**src/rtl/core/aigdd_pkg.sv**
```systemverilog
// Shared types and constants for the AIGER AND-section delta decoder.
// Used by the front, queue, back and top-level files; no dependencies.
package aigdd_pkg;

  localparam int VAR_BITS = 20;
  localparam int CFG_W    = 20;
  localparam int LIT_W    = 21;
  localparam int DELTA_W  = 32;
  localparam int POS_W    = 3;
  localparam int CIDX_W   = 2;
  localparam int QDEPTH   = 4;
  localparam int QPTR_W   = $clog2(QDEPTH);

  // largest legal variable index
  localparam logic [DELTA_W-1:0] VAR_MAX = DELTA_W'((64'd1 << VAR_BITS) - 64'd1);

  localparam logic [POS_W-1:0] MAX_BYTES = POS_W'(5);

  typedef enum logic [CIDX_W-1:0] {
    REG_INPUT_COUNT = 2'd0,
    REG_GATE_COUNT  = 2'd1
  } reg_idx_t;

  typedef enum logic [2:0] {
    ST_OK        = 3'd0,
    ST_TOO_LONG  = 3'd1,
    ST_OVERFLOW  = 3'd2,
    ST_UNDEFINED = 3'd3,
    ST_TRUNCATED = 3'd4
  } status_t;

  // one queue entry: a finished delta pair or an error found in the front
  typedef struct packed {
    logic                is_err;
    status_t             status;
    logic                last;
    logic [CFG_W-1:0]    index;
    logic [DELTA_W-1:0]  d0;
    logic [DELTA_W-1:0]  d1;
  } pair_t;

endpackage

```
**src/rtl/core/aigdd_front.sv**
```systemverilog
// Front end: takes section bytes, assembles varints, pairs the deltas and
// raises stream errors. Depends on aigdd_pkg.
module aigdd_front (
  input  logic                         clk,
  input  logic                         rst,
  input  logic                         s_tvalid,
  output logic                         s_tready,
  input  logic [7:0]                   s_tdata,   // [7:0] data_byte
  input  logic                         s_tlast,   // stream_end
  input  logic [aigdd_pkg::CFG_W-1:0]  gate_count,
  input  logic                         q_full,
  output logic                         push,
  output aigdd_pkg::pair_t             push_data
);
  import aigdd_pkg::*;

  logic [DELTA_W-1:0] accum, accum_next;
  logic [POS_W-1:0]   pos, pos_next;
  logic               phase, phase_next;
  logic [DELTA_W-1:0] held, held_next;
  logic [CFG_W-1:0]   pairs, pairs_next;
  logic               halted, halted_next;

  logic               beat;
  logic [DELTA_W-1:0] ins;
  logic [DELTA_W-1:0] merged;
  logic [CFG_W-1:0]   pairs_inc;

  assign s_tready  = !q_full;
  assign beat      = s_tvalid && s_tready;
  assign pairs_inc = pairs + CFG_W'(1);
  assign merged    = accum | ins;

  // place the 7 payload bits of this byte; bits above 31 drop off
  always_comb begin
    case (pos)
      3'd0:    ins = {25'b0, s_tdata[6:0]};
      3'd1:    ins = {18'b0, s_tdata[6:0], 7'b0};
      3'd2:    ins = {11'b0, s_tdata[6:0], 14'b0};
      3'd3:    ins = {4'b0, s_tdata[6:0], 21'b0};
      3'd4:    ins = {s_tdata[3:0], 28'b0};
      default: ins = '0;
    endcase
  end

  always_comb begin
    accum_next  = accum;
    pos_next    = pos;
    phase_next  = phase;
    held_next   = held;
    pairs_next  = pairs;
    halted_next = halted;
    push        = 1'b0;
    push_data   = '{is_err: 1'b0, status: ST_OK, last: 1'b0, index: pairs,
                    d0: held, d1: merged};
    if (beat && !halted && (pairs < gate_count)) begin
      if (s_tlast) begin
        push             = 1'b1;
        push_data.is_err = 1'b1;
        push_data.status = ST_TRUNCATED;
        halted_next      = 1'b1;
      end else if (s_tdata[7]) begin
        pos_next   = pos + POS_W'(1);
        accum_next = merged;
        if (pos_next >= MAX_BYTES) begin
          push             = 1'b1;
          push_data.is_err = 1'b1;
          push_data.status = ST_TOO_LONG;
          halted_next      = 1'b1;
        end
      end else begin
        accum_next = '0;
        pos_next   = '0;
        if (!phase) begin
          held_next  = merged;
          phase_next = 1'b1;
        end else begin
          phase_next     = 1'b0;
          push           = 1'b1;
          push_data.last = (pairs_inc >= gate_count);
          pairs_next     = pairs_inc;
        end
      end
    end
  end

  always_ff @(posedge clk) begin
    if (rst) begin
      accum  <= '0;
      pos    <= '0;
      phase  <= 1'b0;
      held   <= '0;
      pairs  <= '0;
      halted <= 1'b0;
    end else begin
      accum  <= accum_next;
      pos    <= pos_next;
      phase  <= phase_next;
      held   <= held_next;
      pairs  <= pairs_next;
      halted <= halted_next;
    end
  end

endmodule

```
**src/rtl/core/aigdd_queue.sv**
```systemverilog
// Small register FIFO of delta pairs between front and back.
// Depends on aigdd_pkg.
module aigdd_queue (
  input  logic              clk,
  input  logic              rst,
  input  logic              push,
  input  aigdd_pkg::pair_t  push_data,
  output logic              full,
  input  logic              pop,
  output logic              q_valid,
  output aigdd_pkg::pair_t  q_data
);
  import aigdd_pkg::*;

  pair_t             entries [QDEPTH];
  logic [QPTR_W-1:0] wr_ptr, rd_ptr;
  logic [QPTR_W:0]   count;

  assign full    = (count == (QPTR_W+1)'(QDEPTH));
  assign q_valid = (count != '0);
  assign q_data  = entries[rd_ptr];

  always_ff @(posedge clk) begin
    if (push) begin
      entries[wr_ptr] <= push_data;
    end
  end

  always_ff @(posedge clk) begin
    if (rst) begin
      wr_ptr <= '0;
      rd_ptr <= '0;
      count  <= '0;
    end else begin
      if (push) wr_ptr <= wr_ptr + QPTR_W'(1);
      if (pop)  rd_ptr <= rd_ptr + QPTR_W'(1);
      case ({push, pop})
        2'b10:   count <= count + (QPTR_W+1)'(1);
        2'b01:   count <= count - (QPTR_W+1)'(1);
        default: count <= count;
      endcase
    end
  end

`ifndef SYNTHESIS
  a_no_push_full: assert property (@(posedge clk) disable iff (rst) push |-> !full)
    else $error("queue push while full");
  a_no_pop_empty: assert property (@(posedge clk) disable iff (rst) pop |-> q_valid)
    else $error("queue pop while empty");
  a_count_range: assert property (@(posedge clk) disable iff (rst)
    count <= (QPTR_W+1)'(QDEPTH))
    else $error("queue count out of range");
`endif

endmodule

```
**src/rtl/core/aigdd_back.sv**
```systemverilog
// Back end: turns delta pairs into gate literals, checks them and holds the
// result beat in an output register. Depends on aigdd_pkg.
module aigdd_back (
  input  logic                         clk,
  input  logic                         rst,
  input  logic [aigdd_pkg::CFG_W-1:0]  input_count,
  input  logic                         q_valid,
  input  aigdd_pkg::pair_t             q_data,
  output logic                         pop,
  output logic                         m_tvalid,
  input  logic                         m_tready,
  output logic [63:0]                  m_tdata,   // gate_lit, first_fanin, second_fanin
  output logic                         m_tlast,   // final_gate
  output logic [2:0]                   m_tuser    // status
);
  import aigdd_pkg::*;

  logic              halted;
  logic [LIT_W-1:0]  gate_lit, first_fanin, second_fanin;
  logic              final_gate;
  status_t           status;

  logic [LIT_W-1:0]   var_idx;
  logic [LIT_W:0]     lhs, rhs0, rhs1;
  logic               too_wide, d0_big, d1_big, d0_zero;
  status_t            st_c;
  logic               load;

  assign pop  = q_valid && (!m_tvalid || m_tready);
  assign load = pop && !halted;

  assign var_idx  = LIT_W'(input_count) + LIT_W'(1) + LIT_W'(q_data.index);
  assign too_wide = {{(DELTA_W-LIT_W){1'b0}}, var_idx} > VAR_MAX;
  assign lhs      = {var_idx, 1'b0};
  assign d0_big   = q_data.d0 > {{(DELTA_W-LIT_W-1){1'b0}}, lhs};
  assign rhs0     = lhs - q_data.d0[LIT_W:0];
  assign d1_big   = q_data.d1 > {{(DELTA_W-LIT_W-1){1'b0}}, rhs0};
  assign rhs1     = rhs0 - q_data.d1[LIT_W:0];
  assign d0_zero  = (q_data.d0 == '0);

  always_comb begin
    if (q_data.is_err)                   st_c = q_data.status;
    else if (too_wide || d0_big || d1_big) st_c = ST_OVERFLOW;
    else if (d0_zero)                    st_c = ST_UNDEFINED;
    else                                 st_c = ST_OK;
  end

  always_ff @(posedge clk) begin
    if (rst) begin
      m_tvalid <= 1'b0;
      halted   <= 1'b0;
    end else begin
      if (load) begin
        m_tvalid <= 1'b1;
        if (st_c != ST_OK) halted <= 1'b1;
      end else if (m_tready) begin
        m_tvalid <= 1'b0;
      end
    end
  end

  always_ff @(posedge clk) begin
    if (load) begin
      status <= st_c;
      if (st_c == ST_OK) begin
        gate_lit     <= lhs[LIT_W-1:0];
        first_fanin  <= rhs0[LIT_W-1:0];
        second_fanin <= rhs1[LIT_W-1:0];
        final_gate   <= q_data.last;
      end else begin
        gate_lit     <= '0;
        first_fanin  <= '0;
        second_fanin <= '0;
        final_gate   <= 1'b1;
      end
    end
  end

  assign m_tdata = {1'b0, second_fanin, first_fanin, gate_lit};
  assign m_tlast = final_gate;
  assign m_tuser = status;

`ifndef SYNTHESIS
  a_err_zero: assert property (@(posedge clk) disable iff (rst)
    (m_tvalid && status != ST_OK) |->
      (gate_lit == '0 && first_fanin == '0 && second_fanin == '0 && final_gate))
    else $error("error beat with nonzero literals");
  a_ok_order: assert property (@(posedge clk) disable iff (rst)
    (m_tvalid && status == ST_OK) |->
      (first_fanin <= gate_lit && second_fanin <= first_fanin && first_fanin != gate_lit))
    else $error("fanin ordering broken");
  a_ok_even: assert property (@(posedge clk) disable iff (rst)
    (m_tvalid && status == ST_OK) |-> !gate_lit[0])
    else $error("odd gate literal");
`endif

endmodule

```
**src/rtl/core/aiger_and_delta_decoder_unit.sv**
```systemverilog
// Top level of the AIGER AND-section delta decoder: config registers,
// front, pair queue and back. Depends on aigdd_pkg and the aigdd_* modules.
//
//  port group  dir  beat content
//  s_*         in   tdata[7:0] data_byte, tlast stream_end
//  m_*         out  tdata gate_lit/first_fanin/second_fanin, tlast final_gate, tuser status
//  cfg_*       in   cfg_index register number, cfg_data value
//
// One byte per cycle while s_tready is high; a gate result passes the pair queue, then the output register.
// The 4-entry pair queue plus the output register absorb output stalls;
// s_tready drops only when the queue is full.
// Reset (rst, synchronous) clears all control state; config writes always ready.
module aiger_and_delta_decoder_unit (
  input  logic                          clk,
  input  logic                          rst,
  input  logic                          s_tvalid,
  output logic                          s_tready,
  input  logic [7:0]                    s_tdata,   // [7:0] data_byte
  input  logic                          s_tlast,   // stream_end
  output logic                          m_tvalid,
  input  logic                          m_tready,
  output logic [63:0]                   m_tdata,   // [20:0] gate_lit, [41:21] first_fanin,
                                                   // [62:42] second_fanin, [63] zero
  output logic                          m_tlast,   // final_gate
  output logic [2:0]                    m_tuser,   // [2:0] status
  input  logic                          cfg_valid,
  output logic                          cfg_ready,
  input  logic [aigdd_pkg::CIDX_W-1:0]  cfg_index,
  input  logic [aigdd_pkg::CFG_W-1:0]   cfg_data
);
  import aigdd_pkg::*;

  logic [CFG_W-1:0] input_count, gate_count;
  logic             push, full, pop, q_valid;
  pair_t            push_data, q_data;

  assign cfg_ready = 1'b1;

  always_ff @(posedge clk) begin
    if (rst) begin
      input_count <= '0;
      gate_count  <= '0;
    end else if (cfg_valid) begin
      case (cfg_index)
        REG_INPUT_COUNT: input_count <= cfg_data;
        REG_GATE_COUNT:  gate_count  <= cfg_data;
        default:         ;
      endcase
    end
  end

  aigdd_front u_front (
    .clk        (clk),
    .rst        (rst),
    .s_tvalid   (s_tvalid),
    .s_tready   (s_tready),
    .s_tdata    (s_tdata),
    .s_tlast    (s_tlast),
    .gate_count (gate_count),
    .q_full     (full),
    .push       (push),
    .push_data  (push_data)
  );

  aigdd_queue u_queue (
    .clk       (clk),
    .rst       (rst),
    .push      (push),
    .push_data (push_data),
    .full      (full),
    .pop       (pop),
    .q_valid   (q_valid),
    .q_data    (q_data)
  );

  aigdd_back u_back (
    .clk         (clk),
    .rst         (rst),
    .input_count (input_count),
    .q_valid     (q_valid),
    .q_data      (q_data),
    .pop         (pop),
    .m_tvalid    (m_tvalid),
    .m_tready    (m_tready),
    .m_tdata     (m_tdata),
    .m_tlast     (m_tlast),
    .m_tuser     (m_tuser)
  );

endmodule

```
**config.mk**
```make
export PLATFORM = sky130hd
export DESIGN_NAME = aiger_and_delta_decoder_unit
export DESIGN_NICKNAME = d
export VERILOG_FILES = /design/src/rtl/core/aigdd_pkg.sv /design/src/rtl/core/aigdd_front.sv /design/src/rtl/core/aigdd_queue.sv /design/src/rtl/core/aigdd_back.sv /design/src/rtl/core/aiger_and_delta_decoder_unit.sv
export SDC_FILE = /design/constraint.sdc
export NUM_CORES = 1
export LEC_CHECK = 0
export BUFFER_PORTS_ARGS = -buffer_cell sky130_fd_sc_hd__buf_2
export CAP_MARGIN = 10
export CELL_PAD_IN_SITES_DETAIL_PLACEMENT = 0
export CELL_PAD_IN_SITES_GLOBAL_PLACEMENT = 1
export CORE_ASPECT_RATIO = 1.5
export CORE_MARGIN = 2
export CORE_UTILIZATION = 30
export DETAILED_ROUTE_END_ITERATION = 16
export GPL_ROUTABILITY_DRIVEN = 0
export HOLD_SLACK_MARGIN = 0.12
export PLACE_DENSITY = 0.63
export SYNTH_ARGS = -nofsm -noshare
export SYNTH_HDL_FRONTEND = slang
export SYNTH_SLANG_ARGS = --single-unit
```
**constraint.sdc**
```tcl
create_clock -name clk -period 7.46 [get_ports clk]
set_input_delay 0.746 -clock clk [delete_from_list [all_inputs] [get_ports clk]]
set_output_delay 0.746 -clock clk [all_outputs]
set_load 0.03 [all_outputs]
```
### Word level (Yosys, flattened, before mapping)

Memory sizes are Yosys's and may differ from the RTL's. A register that Yosys moved wholly into a read port is not among the register bits.
Index checks and enable logic that the tools add are counted.
W data, S select, Z words.

| cells by class | value |
|---|---|
| $lt $le $gt $ge | 6 |
| reduce and logical (&&, ||, !) cells | 30 |
| bitwise gates (word level) | 4 |
| equality and inequality tests | 8 |
| mux-type cells | 29 |
| $add $sub $neg | 10 |

Operators with widths:

| kind | count |
|---|---|
| $pmux W32 S5 | 1 |
| $gt A32 B22 Y1 | 2 |
| $logic_not A32 Y1 | 1 |
| $mux W32 | 1 |
| $or A32 B32 Y32 | 1 |
| $sub A22 B22 Y22 | 1 |
| $add A20 B1 Y21 const B | 1 |
| $add A21 B20 Y21 | 1 |
| $gt A21 B20 Y1 const B | 1 |
| $sub A21 B21 Y21 | 1 |
| $add A20 B1 Y20 const B | 1 |
| $ge A20 B20 Y1 | 1 |
| $lt A20 B20 Y1 | 1 |
| $mux W1 | 16 |
| $mux W4 | 3 |
| $mux W3 | 3 |
| $reduce_and A2 Y1 | 4 |
| $reduce_and A4 Y1 | 2 |
| $reduce_bool A2 Y1 | 4 |
| $add A3 B1 Y3 const B | 2 |
| $eq A3 B2 Y1 const B | 2 |
| $eq A3 B3 Y1 const B | 2 |
| $logic_not A3 Y1 | 2 |
| $mux W2 | 3 |
| 15 further kinds | 30 |

| storage, ports and cells | value |
|---|---|
| RAM bits | 356 |
| register bits | 205 |
| memories kept | 1 |
| output and inout port bits | 71 |
| bits of input ports | 36 |

Memory list:

| name | words | width | rd ports | clocked after memory_dff | write ports | line | source |
|---|---|---|---|---|---|---|---|
| u_queue.entries | 4 | 89 | 1 | 1 | 1 | aigdd_queue.sv:15 | `pair_t entries [QDEPTH];` |

### Logic depth before layout (Yosys ltp)

Gate-level depths: netlist of run 1.

| logic depth | value |
|---|---|
| depth after elaboration | 9 |
| gate-level depth with buffers | 40 |

### Cells and area by module

A second synthesis of run 1 with hierarchy kept.

| second synthesis, totals | value |
|---|---|
| cell total of the unflattened synthesis | 2104 |
| area total of the unflattened synthesis | 27049.7 um2 |

Modules (own cells, without submodules):

| module | times used | area an instance (um2) | cells an instance |
|---|---|---|---|
| aigdd_queue | 1 | 13244.0 | 508 |
| aigdd_back | 1 | 6936.7 | 801 |
| aigdd_front | 1 | 5168.7 | 637 |
| aiger_and_delta_decoder_unit | 1 | 1700.4 | 158 |

### Worst setup path after synthesis of run 1

No wires, ideal clock.

| path | value |
|---|---|
| path kind | reg-to-reg |
| start point | reg (tool-made name) |
| end point | reg u_back.gate_lit[13] (data pin) |
| path buffers | 9 |
| data arrival time | 7.991 ns |
| period minus slack after synthesis | 8.254 ns |
| data required time | 7.197 ns |
| stages on the path, launching flop included | 41 |
| slack | -0.794 ns |
| library setup time | 0.263 ns |
| cell sequence | dfxtp_1 buf_6 buf_2 buf_4 buf_4 buf_1 mux4_2 inv_1 ha_1 inv_1 fa_1 a21oi_1 or3_1 clkbuf_1 nand2_1 a21o_1 a21oi_1 xor2_1 [... 5 more ...] o21ai_0 a211o_1 a21oi_1 a21oi_1 xnor2_1 ha_1 clkbuf_1 nand4_1 a2111o_1 a211oi_1 a2111oi_0 o2111ai_1 o21ai_2 a31oi_2 or2_1 buf_2 buf_4 nor2_1 |

RTL lines:

| item | line | source |
|---|---|---|
| to (signal assigned) | aigdd_back.sv:66 | `gate_lit <= lhs[LIT_W-1:0];` |
| to (decl) | aigdd_back.sv:19 | `logic [LIT_W-1:0] gate_lit, first_fanin, second_fanin;` |

==> results of run 1 <==
-- cell type report --
| cell class | instances | area (µm²) | share of cell area |
|---|---|---|---|
| flip-flops and latches | 558 | 15360 | 0.5169 |
| multi-input cells | 1220 | 9535 | 0.3208 |
| well taps | 1130 | 1414 | 0.04757 |
| clock buffers | 68 | 1401 | 0.04715 |
| repair buffers | 175 | 1151 | 0.03873 |
| inverters | 133 | 499.2 | 0.01680 |
| clock inverters | 26 | 355.3 | 0.01196 |
| diodes | 1 | 2.502 | 0.00008420 |
-- worst min-delay path, stage by stage --
cell     delay, ps
buf_2          110
nand2_1         50
a21oi_1         50
-- repair_timing --
action / in CTS / in global routing
setup endpoints to repair: 46 / 65
buffers inserted: 0 / 12
endpoints found under the hold margin: 0 / 0
hold buffers: 0 / 0
pin swaps: 0 / 11
gates resized for setup: 2 / 21
gates cloned: 0 / 3
-- flip-flops by register name, summed over array words and instances, names as in the netlist, named ones only --
register	flops
u_front.held	32
u_front.pairs	20
u_back.second_fanin	21
u_back.m_tuser	3
gate_count	20
u_back.m_tlast	1
u_back.first_fanin	21
u_queue.count	3
u_front.accum	32
u_front.halted	1
u_back.m_tvalid	1
u_back.halted	1
u_queue.wr_ptr	2
input_count	20
u_front.pos	3
u_front.phase	1
u_queue.entries	352
u_queue.rd_ptr	2
u_back.gate_lit	20
-- synthesized netlist by cell type (all sizes together) (8+ instances only) --
cell type | instances | area [µm²]
inv | 133 | 499.2
nand2 | 131 | 491.7
nand4 | 14 | 87.58
nor2b | 14 | 87.58
nor4 | 22 | 137.6
dfxtp | 140 | 2803
nand3 | 22 | 110.1
nor3b | 13 | 102.6
o21bai | 12 | 90.09
clkbuf | 63 | 236.5
and2 | 16 | 100.1
a21oi | 109 | 549.3
a31o | 8 | 70.07
o21ai | 42 | 214.0
a31oi | 36 | 237.7
xnor2 | 47 | 411.6
o211ai | 8 | 60.06
nor3 | 32 | 160.2
nand2b | 14 | 87.58
and3 | 12 | 75.07
a21o | 63 | 473.0
a211oi | 15 | 112.6
ha | 151 | 1889
o21a | 21 | 157.7
nor2 | 185 | 694.4
edfxtp | 418 | 12550
or3 | 9 | 56.30
mux4 | 68 | 1531
buf | 25 | 153.9
xor2 | 39 | 341.6
mux2i | 34 | 340.3
-- how the worst max path moves through the flow --
stage / from / end / slack (ps)
global placement: flop / u_back.second_fanin[14] / 80
detailed placement: flop / u_back.first_fanin[8] / -30
global route: flop / u_back.first_fanin[8] / -30
CTS: flop / u_back.first_fanin[8] / 40
finish: flop / u_back.first_fanin[8] / 220
floorplan: flop / u_back.gate_lit[13] / 6
-- cell usage in the layout (no fill, tap or decap), types with 9 or more instances in the layout --
cell and n:
nand2_1 131, ha_1 147, xnor2_1 46, o21bai_1 12, a211oi_1 11, nand4_1 14
xor2_1 39, mux4_2 68, nor2_1 185, and2_1 12, nor2b_1 14, buf_4 66
a21o_1 63, clkbuf_16 54, dfxtp_1 138, clkbuf_1 12, nor3b_1 11, inv_1 132
nand2b_1 14, and3_1 12, a31oi_1 34, buf_2 102, or3_1 9, a21oi_1 107
o21ai_0 39, nand3_1 22, nor4_1 22, nor3_1 29, edfxtp_1 418, mux2i_1 34
o21a_1 21
-- kinds of logic after synthesis --
logic type | Yosys count | share of synthesized area
other | 2 | 0.0002929
AND/OR/NAND/NOR | 505 | 0.09158
XOR/XNOR | 86 | 0.02937
AO/OA/AOI/OAI | 369 | 0.09549
multiplexers | 102 | 0.07299
flip-flops | 558 | 0.5988
adder cells (fa/ha/maj) | 155 | 0.07680
buffers and inverters | 221 | 0.03469
-- metrics by stage --
step	util	area (µm²)	power, mW
floorplan	-	25680	8.161
global placement	0.3264	27710	10.42
detailed placement	0.3264	27710	10.45
CTS	0.3472	29480	13.23
global route	0.3501	29720	14.12
finish	0.3501	29720	13.38
-- per-layer routing --
metal | vias to the layer above | GRT usage | wire [µm]
met5 | - | 0 | 25
met1 | 7904 | 0.1660 | 25780
met3 | 142 | 0.01894 | 2451
li1 | 7625 | - | -
met4 | 4 | 0.09106 | 4544
met2 | 372 | 0.2737 | 35140
-- power groups by stage --
| stage | Combinational (mW) | Sequential [mW] | Clock [mW] |
|---|---|---|---|
| 2_1_floorplan | 3.82 | 4.34 | 0 |
| 3_3_place_gp | 6.44 | 3.98 | 0 |
| 3_5_place_dp | 6.47 | 3.99 | 0 |
| 4_1_cts | 6.50 | 3.92 | 2.81 |
| 5_1_grt | 7.27 | 3.94 | 2.91 |
| 6_report | 6.74 | 3.91 | 2.73 |
==> run summary, run 1 <==
Starting Density: 0.3020
Largest delay share family, worst path: compound AO/OA/AOI/OAI gates
Top_reg_cell synth: edfxtp_1
WP buf/inv: 3
#FFs+latches synth: 558
Worst Path Max Fanout: 16
Filler instances: 8327
Internal: 7.926 mW
Clock Sinks: 558
Cell Pwr Density: 450.3 nW/µm²
Share of total power in combinational logic: 0.504
Sw frac: 0.4078
Post-synth EDFFs: 418
Max-cap violation count: 0
CTS H-tree depth: 2
Max Buffers Root-to-Sink: 3
Detail Route Antenna Nets: 0
Ys Warns: 0
R2R cell count: 31
Stages on the worst setup path: 31
Setup TNS: 0 ps
Vias in the first global route: 15930
Clock Latency Late Sink: 610 ps
Cell repeated most along the worst path: nor2_1
DRC: 0
GRT Total Usage: 0.1501
Layout net count: 2330
Wire per inst: 20.52 µm
Fin. Hold Viols: 0
Lkg Pwr: 11.10 nW
Reg2reg setup slack: 220 ps
Final setup viols: 0
Slew headroom: 0.2686
Placed cell count: 3201
Async SR Flop Fraction: 0
Largest net degree at the start of global routing: 87
Max frequency: 138.0 MHz
Seq/Total Area, Yosys: 0.5988
Final worst setup slack: 215.4 ps
Syn Std Cell Area: 25640 µm²
Setup crit end kind: flop
Status: finished clean
Peak supply drop: 0.2620 mV
Final hold slack: 413.7 ps
CTS tree: built
Via/cell ratio: 4.847
Kind of critical path: flop to flop
Seq pwr share: 0.292
Switching power: 5.458 mW
Die H: 362.1 µm
Clock Skew: 33.14 ps
CTS clock-pin slew for the worst setup and hold paths: 60 ps
Max-slew violations: 0
Router iterations before antenna repair: 7
Hpwl dp: 48920 µm
Slew @ Worst Pin: 1095 ps
Post-synthesis cell count: 1998
Fraction of layout cells with a size suffix above 1: 0.1697
Post-Layout Cell Count: 3311
WHS Endpoint: gate_count[1]
Hold path cells: 3
Clock root buffer: clkbuf_16
Antenna violations before repair: 3
Reg2reg end: u_back.first_fanin[8]
Critical path's largest stage delay: 540 ps
Top Ports: 107
Die Wd: 242.7 µm
DP Worst Slack: -25.97 ps
Critical Path AT: 7550 ps
Worst hold path type: input pin to flop
DRT Wirelength: 67940 µm
Fraction of the cycle the final worst path needs: 0.9711
Hold Startpoint: cfg_data[1]
GRT overflow: 0
PortBufs: 103
Core area: 84900 µm²
First-pass GRT wire length: 100100 µm
1st-iter DRT viols: 944
Area grow syn2layout: 15.90%
Mean Syn Cell Area: 12.83 µm²
Final worst path period need: 7245 ps
TritonCTS Buffers: 51
Critical Path RT: 7760 ps
Clock network power share: 0.204
CP Launch Type: flop
Routed vias: 16050
Die area: 87880 µm²
Row count: 131
Library cells used by synthesis: 68
Slowest cell on the critical path: or4_1
(Power assumes the default switching activity.)
==> inputs of run 2 (changes only) <==
- GPL_TIMING_DRIVEN: default -> 0
- PLACE_DENSITY: 0.63 -> 0.55
==> run summary, run 2 (synthesized netlist as in run 1, its figures left out) <==
Slew headroom: 0.1506 (-0.1180)
Largest register by flop count: u_queue.entries
Clock root buffer: clkbuf_16
Met3 usage: 0.01976 (+0.0008139)
Cell Pwr Density: 448.5 nW/µm² (-0.40%)
Fraction of layout cells with a size suffix above 1: 0.2086 (+0.03891)
CTS tree: built
Cell repeated most along the worst path: buf_12
Antenna violations before repair: 2 (-1)
Status: complete, but fails checks
Reg2reg end: u_back.gate_lit[12]
Final cell utilization of the core: 0.3650 (+0.01496)
Grt met1 use: 0.1755 (+0.009534)
Wire per inst: 21.50 µm (+4.8%)
Commonest non-fill, non-tap cell in the layout: edfxtp_1
DRT Wirelength: 72630 µm (+6.9%)
Most frequent cells in the layout: edfxtp_1 (418), nor2_1 (183), dfxtp_1 (138)
GRT Total Usage: 0.1637 (+0.01363)
Critical path's largest stage delay: 550 ps (about the same)
Fraction of the cycle the final worst path needs: 1.039 (+0.06758)
CTS clock-pin slew for the worst setup and hold paths: 70 ps (about the same)
CP Launch Type: flop
Core area: 84900 µm² (unchanged)
Max Buffers Root-to-Sink: 3 (unchanged)
Layout net count: 2393 (+2.7%)
WHS Endpoint: input_count[2]
Fin. Hold Viols: 0 (unchanged)
Hold Startpoint: cfg_data[2]
Max frequency: 129.1 MHz (-6.5%)
Slew @ Worst Pin: 1264 ps (+169.6 ps)
Kind of critical path: flop to flop
PortBufs: 95 (-7.8%)
N_diodes: 0 (-1)
GRT overflow: 0 (unchanged)
Detail Route Antenna Nets: 0 (unchanged)
Die Wd: 242.7 µm (unchanged)
Vias in the first global route: 16780 (+5.4%)
Peak supply drop: 0.2785 mV (+6.3%)
Clock Sinks: 558 (unchanged)
Worst Path Max Fanout: 10 (-6)
Critical Path AT: 8200 ps (+650 ps)
Placed cell count: 3230 (+0.91%)
Clock Latency Late Sink: 640 ps (+30 ps)
Hold buffer count at cts: 0 (unchanged)
Setup crit end kind: flop
Hold path cells: 3 (unchanged)
Reg2reg setup slack: -290 ps (-500 ps)
Hpwl dp: 53250 µm (+8.9%)
RSZ-0062 raised after global routing: yes
Die H: 362.1 µm (unchanged)
Max-slew violations: 0 (unchanged)
Final setup viols: 64 (+64)
Top Ports: 107 (unchanged)
Max FFs per register: 352 (unchanged)
GR peak layer: met2
DRC: 0 (unchanged)
Area grow syn2layout: 20.85%
Final worst setup slack: -288.8 ps (-504.1 ps)
Via/cell ratio: 4.835 (-0.23%)
CTS H-tree depth: 2 (unchanged)
TritonCTS Buffers: 54 (+5.9%)
Router iterations before antenna repair: 5 (-2)
R2R cell count: 36 (+16%)
Row count: 131 (unchanged)
Die area: 87880 µm² (unchanged)
Max-cap violation count: 0 (unchanged)
Final hold slack: 380.0 ps (-33.71 ps)
First-pass GRT wire length: 107000 µm (+7.0%)
Routed vias: 16330 (+1.8%)
Violated checks: setup timing
Biggest regs: u_queue.entries (352), u_front.accum (32), u_front.held (32)
Slowest cell on the critical path: mux4_2
Final worst path period need: 7749 ps (+504.1 ps)
Largest net degree at the start of global routing: 53 (-39%)
1st-iter DRT viols: 867 (-8.2%)
Lkg Pwr: 11.45 nW (+3.1%)
Filler instances: 8337 (+0.12%)
Clock Skew: 36.56 ps (+3.418 ps)
Worst hold path type: input pin to flop
Starting Density: 0.3020 (unchanged)
Post-Layout Cell Count: 3378 (+2.0%)
Critical Path RT: 7910 ps (+150 ps)
Met2 Use GR: 0.3246 (+0.05085)
## run 2: cell count changes in the layout (fill, tap and decap cells not counted), moves of 12 or more
cell	before	now
clkbuf_1	12	57
ha_1	147	126
buf_4	66	47
xor2_1	39	25
xor2_2	0	13
ha_4	2	14
## run 2: cell type report
class / count / area, µm² / area share
well taps: 1130 / 1414 / 0.04562
clock buffers: 65 / 1433 / 0.04623
flip-flops and latches: 558 / 15360 / 0.4956
plain buffers: 81 / 618.1 / 0.01994
multi-input cells: 1220 / 10100 / 0.3258
clock inverters: 37 / 456.7 / 0.01474
repair buffers: 154 / 1110 / 0.03581
inverters: 133 / 503.0 / 0.01623
## run 2: worst max-delay path, delay by kind of cell, from the launching register on
kind / cells / cell delay (ps)
flops: 1 / 330
buf+inv: 9 / 1100
simple gates: 5 / 1080
fa+ha+maj: 3 / 760
xor+xnor: 2 / 390
compound gates: 16 / 3280
mux: 1 / 550
## run 2: worst max-delay path by stage
stage | end | slack [ps]
3_3_place_gp | u_back.gate_lit[12] | -3130
2_1_floorplan | u_back.gate_lit[13] | 6
3_5_place_dp | u_back.second_fanin[13] | -3150
5_1_grt | u_back.second_fanin[12] | -560
4_1_cts | u_back.first_fanin[18] | -330
6_report | u_back.gate_lit[12] | -290
## run 2: what timing repair did
item	CTS	global route
setup endpoints to repair	66	66
gates cloned	1	3
pin swaps	28	40
setup buffers	39	11
gates resized for setup	135	51
## run 2: routing by layer
layer  vias to the layer above  wire, µm  share of wire
met5                         -        23        0.00032
li1                       7756         -              -
met4                         4      2875          0.040
met3                       102      2283          0.031
met1                      8161     27200           0.37
met2                       311     40250           0.55
## run 2: where the power goes
part | switching, mW | internal [mW] | total (mW) | leakage (nW)
logic | 4.30 | 2.85 | 7.15 | 5.46
clock network | 1.24 | 1.64 | 2.88 | 0.909
registers | 0.0860 | 3.78 | 3.87 | 5.08
total | 5.63 | 8.27 | 13.9 | 11.4
## run 2: stage by stage
stage          worst slack, ps  power (mW)  setup TNS, ps  area, µm²
2_1_floorplan            6.447       8.161              0      25680
3_3_place_gp             -3130       9.937        -256390      27570
3_5_place_dp             -3150       9.964        -201180      27720
4_1_cts                 -332.9       13.73         -19160      30580
5_1_grt                 -561.7       14.72         -32080      30990
6_report                -288.8       13.90         -14490      30990
==> inputs of run 3 (changes only) <==
- CORE_MARGIN: 2 -> 3
- CORE_UTILIZATION: 30 -> 46
- PLACE_DENSITY: 0.55 -> 0.78
==> run summary, run 3 (synthesized netlist as in run 1, its figures left out) <==
Clock root buffer: clkbuf_16
Die Wd: 198.8 µm (-18%)
Peak supply drop: 0.2903 mV (+4.3%)
Status: finished clean
Core area: 54920 µm² (-35%)
Critical Path Sink: u_back.second_fanin[12]
Vias in the first global route: 16480 (-1.8%)
Die area: 58670 µm² (-33%)
CTS tree: built
Routed vias: 16290 (-0.24%)
GRT overflow: 0 (unchanged)
CP Launch Type: flop
Fraction of layout cells with a size suffix above 1: 0.2177 (+0.009108)
Largest delay share family, worst path: compound AO/OA/AOI/OAI gates
Biggest regs: u_queue.entries (352), u_front.accum (32), u_front.held (32)
Router iterations before antenna repair: 6 (+1)
Final instance area: 30520 µm² (-1.5%)
Clock Sinks: 558 (unchanged)
Starting Density: 0.4670 (+0.1649)
Most frequent cells in the layout: edfxtp_1 (418), nor2_1 (156), dfxtp_1 (138)
PortBufs: 95 (unchanged)
Area grow syn2layout: 19.00%
Worst Path Max Fanout: 7 (-3)
Detail Route Antenna Nets: 0 (unchanged)
CTS H-tree depth: 2 (unchanged)
First-pass GRT wire length: 97550 µm (-8.8%)
Max FFs per register: 352 (unchanged)
Stages on the worst setup path: 33 (-8.3%)
1st-iter DRT viols: 978 (+13%)
Setup crit end kind: flop
Slowest cell on the critical path: mux4_2
Critical Path AT: 7820 ps (-380 ps)
Hpwl dp: 46690 µm (-12%)
Reg2reg setup slack: 90 ps (+380 ps)
Layout net count: 2403 (+0.42%)
Hold buffer count at cts: 0 (unchanged)
Slew headroom: 0.2115 (+0.06086)
Final setup viols: 0 (-100%)
DRT Wirelength: 64200 µm (-12%)
Die H: 295.2 µm (-18%)
RSZ-0062 raised after global routing: yes
Worst hold path type: input pin to flop
Critical path's largest stage delay: 580 ps (+30 ps)
Cell Pwr Density: 453.6 nW/µm² (+1.1%)
Max frequency: 135.7 MHz (+5.1%)
TritonCTS Buffers: 51 (-5.6%)
Final worst setup slack: 89.80 ps (+378.6 ps)
Commonest non-fill, non-tap cell in the layout: edfxtp_1
Final worst path period need: 7370 ps (-378.6 ps)
R2R cell count: 33 (-8.3%)
DRC: 0 (unchanged)
Max-slew violations: 0 (unchanged)
N_diodes: 0 (unchanged)
Row count: 105 (-20%)
Largest net degree at the start of global routing: 51 (-3.8%)
Largest register by flop count: u_queue.entries
CTS clock-pin slew for the worst setup and hold paths: 70 ps (about the same)
Fin. Hold Viols: 0 (unchanged)
Setup TNS: 0 ps (+14490 ps)
Wire per inst: 21.76 µm (+1.2%)
Antenna violations before repair: 0 (-2)
Via/cell ratio: 5.523 (+14%)
Clock Skew: 12.46 ps (-24.10 ps)
Kind of critical path: flop to flop
Placed cell area: 27170 µm² (-2.0%)
Slew @ Worst Pin: 1168 ps (-96.83 ps)
Reg2reg end: u_back.second_fanin[12]
Max Buffers Root-to-Sink: 3 (unchanged)
Fraction of the cycle the final worst path needs: 0.9880 (-0.05075)
Max-cap violation count: 0 (unchanged)
Clock Latency Late Sink: 600 ps (-40 ps)
Lkg Pwr: 11.44 nW (about the same)
Top Ports: 107 (unchanged)
DP Worst Slack: -2717 ps (+432.6 ps)
WP buf/inv: 6 (-3)
Critical Path RT: 7910 ps (about the same)
Cell repeated most along the worst path: buf_12
GRT Total Usage: 0.2202 (+0.05645)
[run 3: cell types whose count changed in the layout (fill, tap and decap cells not counted), sizes merged]
cell      delta
clkinvlp     -5
inv          +4
buf         +15
clkinv       -1
bufinv       -2
clkbuf       -4
[run 3: stage by stage]
stage / util / std cells / hold WS [ps] / total power [mW]
3_3_place_gp: 0.4922 / 2789 / 442.2 / 9.683
3_5_place_dp: 0.4947 / 2794 / 448.1 / 9.776
6_report: 0.5557 / 2950 / 403.4 / 13.84
5_1_grt: 0.5557 / 2950 / 382.3 / 14.62
4_1_cts: 0.5449 / 2931 / 363.2 / 13.27
2_1_floorplan: - / 1999 / 431.3 / 8.161
[run 3: report_power, final]
group          internal, mW  switching, mW
logic                  2.98           4.36
registers              3.78         0.0847
clock network          1.48           1.16
[run 3: cell type report]
class	instances	area [µm²]
plain buffers	76	560.5
clock buffers	63	1351
clock inverters	33	339.1
fillers	4525	24400
inverters	133	499.2
multi-input cells	1220	10290
flip-flops and latches	558	15360
well taps	695	869.6
repair buffers	172	1242
[run 3: worst min-delay path, cell delays in order]
cell	delay, ps
buf_2	110
nand2_1	50
a21oi_1	50
[run 3: how the worst min path moves through the flow]
| stage | start | end | slack, ps | cells past startpoint |
|---|---|---|---|---|
| after detailed placement | gate_count[4] | gate_count[4] | 450 | 2 |
| after global routing | cfg_data[0] | gate_count[0] | 380 | 3 |
| final | cfg_data[0] | gate_count[0] | 400 | 3 |
| after floorplan | u_back.halted | u_back.halted | 430 | 2 |
| after global placement | u_back.halted | u_back.halted | 440 | 2 |
| after CTS | cfg_data[0] | gate_count[0] | 360 | 3 |
[run 3: what timing repair did]
action / CTS / global route
cloned: 3 / 4
resized for setup: 154 / 87
buffers inserted: 43 / 25
hold endpoints to repair: 0 / 0
pin swaps: 39 / 50
endpoints found under the setup margin: 66 / 66
[run 3: layer usage]
metal | share of wire | vias up | wire length [µm] | global-route usage
met5 | 0 | - | 0 | 0
met2 | 0.53 | 402 | 34250 | 0.4044
li1 | - | 7765 | - | -
met1 | 0.37 | 7981 | 23880 | 0.2489
met3 | 0.038 | 146 | 2412 | 0.02793
met4 | 0.057 | 0 | 3661 | 0.1144
